### config.mk
export PLATFORM = sky130hd
export DESIGN_NAME = audio_gain_peak_limiter_top
export DESIGN_NICKNAME = d
export VERILOG_FILES = /design/src/agpl_pkg.sv /design/src/agpl_front.sv /design/src/agpl_queue.sv /design/src/agpl_back.sv /design/src/audio_gain_peak_limiter_top.sv
export SDC_FILE = /design/constraint.sdc
export NUM_CORES = 2
export LEC_CHECK = 0
export ABC_AREA = 1
export CORE_MARGIN = 2
export CORE_UTILIZATION = 29
export CTS_CLUSTER_DIAMETER = 60
export DETAILED_ROUTE_END_ITERATION = 10
export DONT_BUFFER_PORTS = 1
export GPL_TIMING_DRIVEN = 0
export PLACE_DENSITY = 0.47
export SLEW_MARGIN = 20
export SYNTH_ARGS = -nofsm -noshare
export SYNTH_HDL_FRONTEND = slang
export SYNTH_SLANG_ARGS = --single-unit
export TNS_END_PERCENT = 50
### constraint.sdc
create_clock -name i_clk -period 8.18 [get_ports i_clk]
set_input_delay 1.227 -clock i_clk [delete_from_list [all_inputs] [get_ports i_clk]]
set_output_delay 1.227 -clock i_clk [all_outputs]
set_load 0.01 [all_outputs]
### src/agpl_pkg.sv
`default_nettype none

package agpl_pkg;

    // sample and field widths
    localparam int SAMPLE_BITS = 16;
    localparam int GAIN_W      = 16;
    localparam int GAIN_FRAC   = 11;
    localparam int LIMIT_W     = 15;
    localparam int COEFF_W     = 24;
    localparam int QUO_W       = 24;
    localparam int LG_W        = QUO_W + 1;

    // amplified magnitude: |sample| <= 2^(SB-1), gain < 2^16
    localparam int AMP_W   = SAMPLE_BITS + GAIN_W - 1;
    localparam int CEIL_W  = LIMIT_W + GAIN_FRAC;
    localparam int REM_W   = (AMP_W > CEIL_W) ? AMP_W : CEIL_W;
    localparam int PROD_W  = LG_W + COEFF_W;
    localparam int YPROD_W = AMP_W + LG_W;
    localparam int OUT_SH  = QUO_W + GAIN_FRAC;
    localparam int YMAG_W  = YPROD_W + 1 - OUT_SH;
    localparam int CNT_W   = $clog2(QUO_W);

    localparam logic [LG_W-1:0]    ONE_Q24   = {1'b1, {QUO_W{1'b0}}};
    localparam logic [YPROD_W:0]   RND_HALF  = (YPROD_W + 1)'(1) << (OUT_SH - 1);
    localparam logic [YMAG_W-1:0]  POS_MAX   = (YMAG_W)'((1 << (SAMPLE_BITS - 1)) - 1);
    localparam logic [YMAG_W-1:0]  NEG_MAX   = (YMAG_W)'(1) << (SAMPLE_BITS - 1);

    // queue between front and back
    localparam int Q_DEPTH = 2;
    localparam int Q_PTR_W = $clog2(Q_DEPTH);

    // configuration port
    localparam int CFG_IDX_W  = 2;
    localparam int CFG_DATA_W = COEFF_W;
    localparam logic [CFG_IDX_W-1:0] CFG_GAIN  = 2'd0;
    localparam logic [CFG_IDX_W-1:0] CFG_LIMIT = 2'd1;
    localparam logic [CFG_IDX_W-1:0] CFG_REL   = 2'd2;

    localparam logic [GAIN_W-1:0]  GAIN_RST  = 16'd2048;
    localparam logic [LIMIT_W-1:0] LIMIT_RST = 15'd32767;
    localparam logic [COEFF_W-1:0] COEFF_RST = 24'd2621;

    typedef struct packed {
        logic [GAIN_W-1:0]  gain;
        logic [LIMIT_W-1:0] limit;
        logic [COEFF_W-1:0] coeff;
    } t_cfg;

    // one classified item on its way to the back end
    typedef struct packed {
        logic [AMP_W-1:0] amp;
        logic             neg;
        logic             last;
        logic             lim;
    } t_job;

    typedef enum logic [2:0] {
        S_IDLE,
        S_DIV,
        S_REL,
        S_GAIN,
        S_MUL,
        S_OUT
    } t_bstate;

    // limit level moved to the Q.11 scale of the amplified magnitude
    function automatic logic [REM_W-1:0] ceil_of(input logic [LIMIT_W-1:0] lim);
        ceil_of = (REM_W)'({lim, {GAIN_FRAC{1'b0}}});
    endfunction

endpackage

`default_nettype wire

### src/agpl_front.sv
`default_nettype none

module agpl_front (
    input  wire logic                                 i_clk,
    input  wire logic                                 i_rst_n,
    input  wire logic                                 i_valid,
    input  wire logic signed [agpl_pkg::SAMPLE_BITS-1:0] i_sample,
    input  wire logic                                 i_last,
    output logic                                      o_stall,
    input  wire agpl_pkg::t_cfg                       i_cfg,
    input  wire logic                                 i_q_full,
    output logic                                      o_push,
    output agpl_pkg::t_job                            o_job
);

    logic [agpl_pkg::SAMPLE_BITS-1:0]                   w_raw;
    logic                                               w_neg;
    logic [agpl_pkg::SAMPLE_BITS-1:0]                   w_smag;
    logic [agpl_pkg::SAMPLE_BITS+agpl_pkg::GAIN_W-1:0]  w_prod;
    logic                                               w_acc;

    logic                        r_fv;
    logic [agpl_pkg::AMP_W-1:0]  r_amp;
    logic                        r_neg;
    logic                        r_last;

    // magnitude times gain
    always_comb begin
        w_raw  = i_sample;
        w_neg  = w_raw[agpl_pkg::SAMPLE_BITS-1];
        w_smag = w_neg ? (~w_raw + 1'b1) : w_raw;
        w_prod = w_smag * i_cfg.gain;
    end

    assign o_stall = r_fv & i_q_full;
    assign w_acc   = i_valid & ~o_stall;
    assign o_push  = r_fv & ~i_q_full;

    always_ff @(posedge i_clk) begin
        if (!i_rst_n) begin
            r_fv <= 1'b0;
        end else if (w_acc) begin
            r_fv <= 1'b1;
        end else if (o_push) begin
            r_fv <= 1'b0;
        end
    end

    always_ff @(posedge i_clk) begin
        if (w_acc) begin
            r_amp  <= w_prod[agpl_pkg::AMP_W-1:0];
            r_neg  <= w_neg;
            r_last <= i_last;
        end
    end

    // classify: does this item need a division
    always_comb begin
        o_job.amp  = r_amp;
        o_job.neg  = r_neg;
        o_job.last = r_last;
        o_job.lim  = (agpl_pkg::REM_W)'(r_amp) > agpl_pkg::ceil_of(i_cfg.limit);
    end

endmodule

`default_nettype wire

### src/agpl_queue.sv
`default_nettype none

module agpl_queue (
    input  wire logic           i_clk,
    input  wire logic           i_rst_n,
    input  wire logic           i_push,
    input  wire agpl_pkg::t_job i_job,
    output logic                o_full,
    input  wire logic           i_pop,
    output agpl_pkg::t_job      o_job,
    output logic                o_valid
);

    agpl_pkg::t_job                r_mem [agpl_pkg::Q_DEPTH];
    logic [agpl_pkg::Q_PTR_W-1:0]  r_wp;
    logic [agpl_pkg::Q_PTR_W-1:0]  r_rp;
    logic [agpl_pkg::Q_PTR_W:0]    r_cnt;

    assign o_full  = r_cnt == (agpl_pkg::Q_PTR_W + 1)'(agpl_pkg::Q_DEPTH);
    assign o_valid = r_cnt != '0;
    assign o_job   = r_mem[r_rp];

    always_ff @(posedge i_clk) begin
        if (i_push) begin
            r_mem[r_wp] <= i_job;
        end
    end

    // pointers wrap on their own, depth is a power of two
    always_ff @(posedge i_clk) begin
        if (!i_rst_n) begin
            r_wp  <= '0;
            r_rp  <= '0;
            r_cnt <= '0;
        end else begin
            if (i_push) begin
                r_wp <= r_wp + 1'b1;
            end
            if (i_pop) begin
                r_rp <= r_rp + 1'b1;
            end
            if (i_push && !i_pop) begin
                r_cnt <= r_cnt + 1'b1;
            end else if (!i_push && i_pop) begin
                r_cnt <= r_cnt - 1'b1;
            end
        end
    end

endmodule

`default_nettype wire

### src/agpl_back.sv
`default_nettype none

module agpl_back (
    input  wire logic                                  i_clk,
    input  wire logic                                  i_rst_n,
    input  wire agpl_pkg::t_cfg                        i_cfg,
    input  wire logic                                  i_cfg_we,
    input  wire logic                                  i_q_valid,
    input  wire agpl_pkg::t_job                        i_job,
    output logic                                       o_pop,
    output logic                                       o_valid,
    input  wire logic                                  i_stall,
    output logic signed [agpl_pkg::SAMPLE_BITS-1:0]    o_sample,
    output logic                                       o_last
);

    agpl_pkg::t_bstate r_state;
    agpl_pkg::t_bstate n_state;

    agpl_pkg::t_job                   r_job;
    logic [agpl_pkg::REM_W-1:0]       r_rem;
    logic [agpl_pkg::QUO_W-1:0]       r_quo;
    logic [agpl_pkg::CNT_W-1:0]       r_cnt;
    logic [agpl_pkg::LG_W-1:0]        r_lg;
    logic [agpl_pkg::PROD_W-1:0]      r_prod;
    logic [agpl_pkg::YPROD_W-1:0]     r_yprod;
    logic                             r_ov;
    logic [agpl_pkg::SAMPLE_BITS-1:0] r_osample;
    logic                             r_olast;

    logic                             w_out_free;
    logic                             w_load_out;
    logic [agpl_pkg::REM_W:0]         w_shift;
    logic [agpl_pkg::REM_W:0]         w_diff;
    logic [agpl_pkg::LG_W-1:0]        w_req;
    logic [agpl_pkg::LG_W-1:0]        w_dist;
    logic [agpl_pkg::LG_W-1:0]        w_inc;
    logic [agpl_pkg::LG_W:0]          w_sum;
    logic [agpl_pkg::LG_W-1:0]        w_rel;
    logic [agpl_pkg::YPROD_W:0]       w_rnd;
    logic [agpl_pkg::YMAG_W-1:0]      w_ymag;
    logic [agpl_pkg::YMAG_W-1:0]      w_ysat;
    logic [agpl_pkg::SAMPLE_BITS-1:0] w_res;

    assign w_out_free = ~r_ov | ~i_stall;

    // next state
    always_comb begin
        n_state = r_state;
        unique case (r_state)
            agpl_pkg::S_IDLE: begin
                if (i_q_valid) begin
                    n_state = i_job.lim ? agpl_pkg::S_DIV : agpl_pkg::S_REL;
                end
            end
            agpl_pkg::S_DIV: begin
                if (r_cnt == '0) begin
                    n_state = agpl_pkg::S_REL;
                end
            end
            agpl_pkg::S_REL:  n_state = agpl_pkg::S_GAIN;
            agpl_pkg::S_GAIN: n_state = agpl_pkg::S_MUL;
            agpl_pkg::S_MUL:  n_state = agpl_pkg::S_OUT;
            agpl_pkg::S_OUT: begin
                if (w_out_free) begin
                    n_state = agpl_pkg::S_IDLE;
                end
            end
            default: n_state = agpl_pkg::S_IDLE;
        endcase
    end

    // state outputs
    always_comb begin
        o_pop      = 1'b0;
        w_load_out = 1'b0;
        unique case (r_state)
            agpl_pkg::S_IDLE: o_pop      = i_q_valid;
            agpl_pkg::S_OUT:  w_load_out = w_out_free;
            default: begin
                o_pop      = 1'b0;
                w_load_out = 1'b0;
            end
        endcase
    end

    always_ff @(posedge i_clk) begin
        if (!i_rst_n) begin
            r_state <= agpl_pkg::S_IDLE;
        end else begin
            r_state <= n_state;
        end
    end

    // restoring divider step: quotient bit of limit*2^35 / amp
    always_comb begin
        w_shift = {r_rem, 1'b0};
        w_diff  = w_shift - {1'b0, (agpl_pkg::REM_W)'(r_job.amp)};
    end

    // required gain, release step
    always_comb begin
        w_req  = r_job.lim ? {1'b0, r_quo} : agpl_pkg::ONE_Q24;
        w_dist = agpl_pkg::ONE_Q24 - r_lg;
        // ceiling of prod / 2^24
        w_inc  = r_prod[agpl_pkg::PROD_W-1:agpl_pkg::QUO_W]
               + (agpl_pkg::LG_W)'(|r_prod[agpl_pkg::QUO_W-1:0]);
        w_sum  = {1'b0, r_lg} + {1'b0, w_inc};
        w_rel  = (w_sum > {1'b0, agpl_pkg::ONE_Q24}) ? agpl_pkg::ONE_Q24
                                                    : w_sum[agpl_pkg::LG_W-1:0];
    end

    // round half away from zero on the magnitude, then saturate
    always_comb begin
        w_rnd  = {1'b0, r_yprod} + agpl_pkg::RND_HALF;
        w_ymag = w_rnd[agpl_pkg::YPROD_W:agpl_pkg::OUT_SH];
        if (r_job.neg) begin
            w_ysat = (w_ymag > agpl_pkg::NEG_MAX) ? agpl_pkg::NEG_MAX : w_ymag;
            w_res  = ~w_ysat[agpl_pkg::SAMPLE_BITS-1:0] + 1'b1;
        end else begin
            w_ysat = (w_ymag > agpl_pkg::POS_MAX) ? agpl_pkg::POS_MAX : w_ymag;
            w_res  = w_ysat[agpl_pkg::SAMPLE_BITS-1:0];
        end
    end

    // datapath
    always_ff @(posedge i_clk) begin
        if (o_pop) begin
            r_job <= i_job;
            r_rem <= agpl_pkg::ceil_of(i_cfg.limit);
            r_quo <= '0;
            r_cnt <= (agpl_pkg::CNT_W)'(agpl_pkg::QUO_W - 1);
        end
        if (r_state == agpl_pkg::S_DIV) begin
            if (!w_diff[agpl_pkg::REM_W]) begin
                r_rem <= w_diff[agpl_pkg::REM_W-1:0];
            end else begin
                r_rem <= w_shift[agpl_pkg::REM_W-1:0];
            end
            r_quo <= {r_quo[agpl_pkg::QUO_W-2:0], ~w_diff[agpl_pkg::REM_W]};
            r_cnt <= r_cnt - 1'b1;
        end
        if (r_state == agpl_pkg::S_REL) begin
            r_prod <= w_dist * i_cfg.coeff;
        end
        if (r_state == agpl_pkg::S_MUL) begin
            r_yprod <= r_job.amp * r_lg;
        end
        if (w_load_out) begin
            r_osample <= w_res;
            r_olast   <= r_job.last;
        end
    end

    // limiter gain: 1.0 after reset or a register write; instant attack, otherwise release toward 1.0
    always_ff @(posedge i_clk) begin
        if (!i_rst_n || i_cfg_we) begin
            r_lg <= agpl_pkg::ONE_Q24;
        end else if (r_state == agpl_pkg::S_GAIN) begin
            r_lg <= (w_req < r_lg) ? w_req : w_rel;
        end
    end

    always_ff @(posedge i_clk) begin
        if (!i_rst_n) begin
            r_ov <= 1'b0;
        end else if (w_load_out) begin
            r_ov <= 1'b1;
        end else if (!i_stall) begin
            r_ov <= 1'b0;
        end
    end

    assign o_valid  = r_ov;
    assign o_sample = r_osample;
    assign o_last   = r_olast;

endmodule

`default_nettype wire

### src/audio_gain_peak_limiter_top.sv
// Channel  | Direction | Handshake                  | Payload
// input    | in        | i_in_valid / o_in_stall    | i_sample_in, i_frame_last_in
// output   | out       | o_out_valid / i_out_stall  | o_sample_out, o_frame_last_out
// config   | in        | i_cfg_valid / o_cfg_ready  | i_cfg_index, i_cfg_data
//
// An item that is limited goes through the 24-step radix-2 divider in the back
// end; an item below the limit skips it. The front takes one item per cycle,
// unless the queue is full, into a two-entry queue, so up to five items can be
// in flight. Reset is synchronous, active low; it restores the register
// defaults and a limiter gain of 1.0. A stalled output holds its item while
// the front goes on filling the queue.
`default_nettype none

module audio_gain_peak_limiter_top (
    input  wire logic                                  i_clk,
    input  wire logic                                  i_rst_n,
    input  wire logic                                  i_in_valid,
    output logic                                       o_in_stall,
    input  wire logic signed [agpl_pkg::SAMPLE_BITS-1:0] i_sample_in,
    input  wire logic                                  i_frame_last_in,
    output logic                                       o_out_valid,
    input  wire logic                                  i_out_stall,
    output logic signed [agpl_pkg::SAMPLE_BITS-1:0]    o_sample_out,
    output logic                                       o_frame_last_out,
    input  wire logic                                  i_cfg_valid,
    output logic                                       o_cfg_ready,
    input  wire logic [agpl_pkg::CFG_IDX_W-1:0]        i_cfg_index,
    input  wire logic [agpl_pkg::CFG_DATA_W-1:0]       i_cfg_data
);

    agpl_pkg::t_cfg r_cfg;
    agpl_pkg::t_cfg n_cfg;
    logic           w_cfg_hit;

    logic           w_push;
    logic           w_full;
    logic           w_pop;
    logic           w_qv;
    agpl_pkg::t_job w_fjob;
    agpl_pkg::t_job w_qjob;

    assign o_cfg_ready = 1'b1;

    // register decode
    always_comb begin
        n_cfg     = r_cfg;
        w_cfg_hit = 1'b0;
        if (i_cfg_valid) begin
            unique case (i_cfg_index)
                agpl_pkg::CFG_GAIN: begin
                    n_cfg.gain = i_cfg_data[agpl_pkg::GAIN_W-1:0];
                    w_cfg_hit  = 1'b1;
                end
                agpl_pkg::CFG_LIMIT: begin
                    n_cfg.limit = i_cfg_data[agpl_pkg::LIMIT_W-1:0];
                    w_cfg_hit   = 1'b1;
                end
                agpl_pkg::CFG_REL: begin
                    n_cfg.coeff = i_cfg_data[agpl_pkg::COEFF_W-1:0];
                    w_cfg_hit   = 1'b1;
                end
                default: w_cfg_hit = 1'b0;
            endcase
        end
    end

    always_ff @(posedge i_clk) begin
        if (!i_rst_n) begin
            r_cfg.gain  <= agpl_pkg::GAIN_RST;
            r_cfg.limit <= agpl_pkg::LIMIT_RST;
            r_cfg.coeff <= agpl_pkg::COEFF_RST;
        end else begin
            r_cfg <= n_cfg;
        end
    end

    agpl_front u_front (
        .i_clk    (i_clk),
        .i_rst_n  (i_rst_n),
        .i_valid  (i_in_valid),
        .i_sample (i_sample_in),
        .i_last   (i_frame_last_in),
        .o_stall  (o_in_stall),
        .i_cfg    (r_cfg),
        .i_q_full (w_full),
        .o_push   (w_push),
        .o_job    (w_fjob)
    );

    agpl_queue u_queue (
        .i_clk   (i_clk),
        .i_rst_n (i_rst_n),
        .i_push  (w_push),
        .i_job   (w_fjob),
        .o_full  (w_full),
        .i_pop   (w_pop),
        .o_job   (w_qjob),
        .o_valid (w_qv)
    );

    agpl_back u_back (
        .i_clk     (i_clk),
        .i_rst_n   (i_rst_n),
        .i_cfg     (r_cfg),
        .i_cfg_we  (w_cfg_hit),
        .i_q_valid (w_qv),
        .i_job     (w_qjob),
        .o_pop     (w_pop),
        .o_valid   (o_out_valid),
        .i_stall   (i_out_stall),
        .o_sample  (o_sample_out),
        .o_last    (o_frame_last_out)
    );

endmodule

`default_nettype wire

==> impl_metrics.yaml <==
clock_tree:
  cts_root_buffer: "clkbuf_16"
  cts_buffer_depth: 3
  cts_buffers: 53
  cts_max_level: 2
  cts_tree: "done"
  cts.clk_slew.worst_paths_ps: 60
  hold_buffers: 0
  cts.sinks: 373
  clock_latency_ps: 690
timing:
  period_share_pct: 98.7
  min_period_ps: 8070
  worstMarginPinSlew_ps: 1210
  finalSetupTns_ps: 0
  whs_ps: 423
  fin_worst_skew_ps: 64.4
  hold_viol_final: 0
  max-slew-margin-rel_pct: 19.6
  max_freq_mhz: 124
  setup_viol: 0
  rsz0062_at_grt: "true"
  drv_slew: 0
synthesis:
  synth.area.top_cells: "fa_1, inv_1, edfxtp_1"
  ys_seq_elements: 373
  synthDominantCellAreaShare_pct: 37.4
  synth_cell_types: 61
  syn_area_mm2: 0.0730
  synthArstFlopShare_pct: 0
  synth_top_flop_cell: "edfxtp_1"
  synth_warnings: 0
  synth_top_cell_by_area: "fa_1"
  avgSynthCellArea_um2: 8.13
  synth_nets: 11000
  yosysSeqAreaShare_pct: 14.1
  netlist_instances: 8976
  synth_edf_count: 283
layout:
  mostFrequentLayoutCell: "inv_1"
  layout_common_cells: "inv_1, nand2_1, fa_1"
  final_net_count: 11100
  area_delta_synth_final_pct: 12.5
  stdcell_count: 12600
  layout-drive-gt1-share_pct: 7.53
place:
  hpwl_um: 221000
  placedCellCount: 12300
  io_buffers: 0
  gp_congestion: 0.941
floorplan:
  die_x_um: 506
  core_mm2: 0.251
  die_h_um: 506
  start_util_pct: 29.1
  die_area_mm2: 0.256
  rows: 184
  io_pins: 68
setup_path:
  critPathCaptureType: "flip-flop"
  start_kind: "flip-flop"
  cp_slowest_cell: "fa_2"
  arrival_ps: 8510
  required_ps: 8620
  critPathKind: "reg2reg"
  cp_max_fo: 9
  path_buf_inv: 10
  path_delay_family: "adder cells"
  slowest_delay_ps: 620
global_route:
  grt_pass1_wl_um: 397000
  grtUsageTotal_pct: 20.6
  antenna_found_initial: 6
  overflow: 0
  grt_max_degree: 45
  grt_pass1_vias: 62500
run_status:
  outcome: "finished, final reports clean"
drt:
  wirelength_um: 264000
  drc: 0
  drt_iter0_markers: 4522
  vias: 58600
  ant_nets: 0
  vias_per_cell: 4.66
  wl_per_cell_um: 21.0
  drt_first_pass_iters: 8
pwr:
  p_per_area_mw_per_mm2: 442
  p_leak_nw: 41.6
  vdd_ir_drop_max_mv: 0.879
min_path:
  hold_path.class: "reg2reg"
job:
  drv_cap: 0
-- what timing repair did --
action	in CTS	in global routing
pin swaps	79	82
cloned	0	0
setup buffers	101	39
gates resized for setup	313	258
endpoints found under the setup margin	70	48
hold endpoints to repair	0	0
-- worst paths after layout --
kind / start / to / slack [ps] / cells after the start
hold reg to reg: u_back.r_job[1]$_DFFE_PP_ / u_back.o_last$_DFFE_PP_ / 420 / 0
setup reg to reg: u_back.r_lg[8]$_SDFFE_PP0N_ / u_back.r_prod[48]$_DFFE_PN_ / 110 / 39
hold / removal: u_back.r_job[1]$_DFFE_PP_ / u_back.o_last$_DFFE_PP_ / 420 / 0
setup / recovery: u_back.r_lg[8]$_SDFFE_PP0N_ / u_back.r_prod[48]$_DFFE_PN_ / 110 / 39
-- per-layer routing --
metal  track usage [%]  up-vias  share of wire (%)
met5                 0        -             0.0049
met4              7.49        2                4.2
met3              3.08      401                6.2
met2              33.6     1756                 45
met1              27.8    29400                 44
li1                  -    27000                  -
-- sequential cells by signal (all words and copies together) (netlist names), named ones only --
name	count
u_back.r_job	34
u_back.r_cnt	5
u_back.r_state	3
u_front.r_fv	1
u_front.r_neg	1
u_back.r_quo	24
u_back.r_yprod	22
u_back.o_last	1
u_back.r_rem	31
u_front.r_amp	31
u_back.o_sample	16
r_cfg	55
u_back.r_lg	25
u_queue.r_cnt	2
u_queue.r_wp	1
u_queue.r_mem	68
u_front.r_last	1
u_queue.r_rp	1
u_back.r_prod	49
u_back.o_valid	1
-- synth_stat cells, drive strengths merged, types with 15 or more instances --
library cell  count
inv            2357
nand2          1844
fa             1362
nor2            790
ha              565
a21oi           343
clkbuf          315
edfxtp          283
o21ai           276
nand3           142
xor2            111
dfxtp            90
xnor2            58
nor3             52
o211ai           48
a31oi            42
buf              42
nand4            37
mux2             34
a21o             33
nor4             26
clkinv           15
-- stage by stage --
| step | utilization [%] | setup slack [ps] | power, mW | cell area (um^2) |
|---|---|---|---|---|
| after detailed placement | 30.9 | -3150 | 27.6 | 77500 |
| after CTS | 32.4 | -29.3 | 33.3 | 81200 |
| after global placement | 30.8 | -4010 | 27.5 | 77200 |
| final | 32.7 | 106 | 36.3 | 82100 |
| after floorplan | - | 78.6 | 19.7 | 73000 |
| after global routing | 32.7 | -145 | 39.5 | 82100 |
-- power by group --
group | internal [mW] | switching (mW) | leakage [nW] | total (mW)
Clock | 1.33 | 0.992 | 0.842 | 2.32
Combinational | 11.7 | 18.7 | 37.4 | 30.4
Sequential | 3.26 | 0.345 | 3.39 | 3.60
Total | 16.3 | 20.0 | 41.6 | 36.3
-- worst register-to-register path, delay by kind of cell, from the launching register on --
kind	cells	cell delay [ps]
buffers and inverters	10	1140
AOI/OAI and AO/OA	3	480
xor gates and xnor gates	1	70
and+or+nand+nor	17	1790
adders and majority gates	8	3990
DFF	1	340
-- area by class of cell --
class,count,area (um^2)
clock inverters,37,379
multi-input cells,5874,53700
diodes,2,5.00
fillers,26900,169000
clock buffers,63,1370
flip-flops and latches,373,10300
repair buffers,155,1570
plain buffers,332,1660
inverters,2372,8960
well taps,3348,4190
-- cells by family after synthesis --
| family | Yosys count | share of synthesized area (%) |
|---|---|---|
| other cells | 1 | 0.00514 |
| compound gates | 811 | 6.18 |
| buf+inv | 2729 | 14.1 |
| flops | 373 | 14.1 |
| fa+ha+maj | 1927 | 47.0 |
| xor+xnor | 169 | 2.03 |
| simple gates | 2932 | 16.0 |
| mux | 34 | 0.524 |
Note: power is estimated with default switching activity, not from simulation.
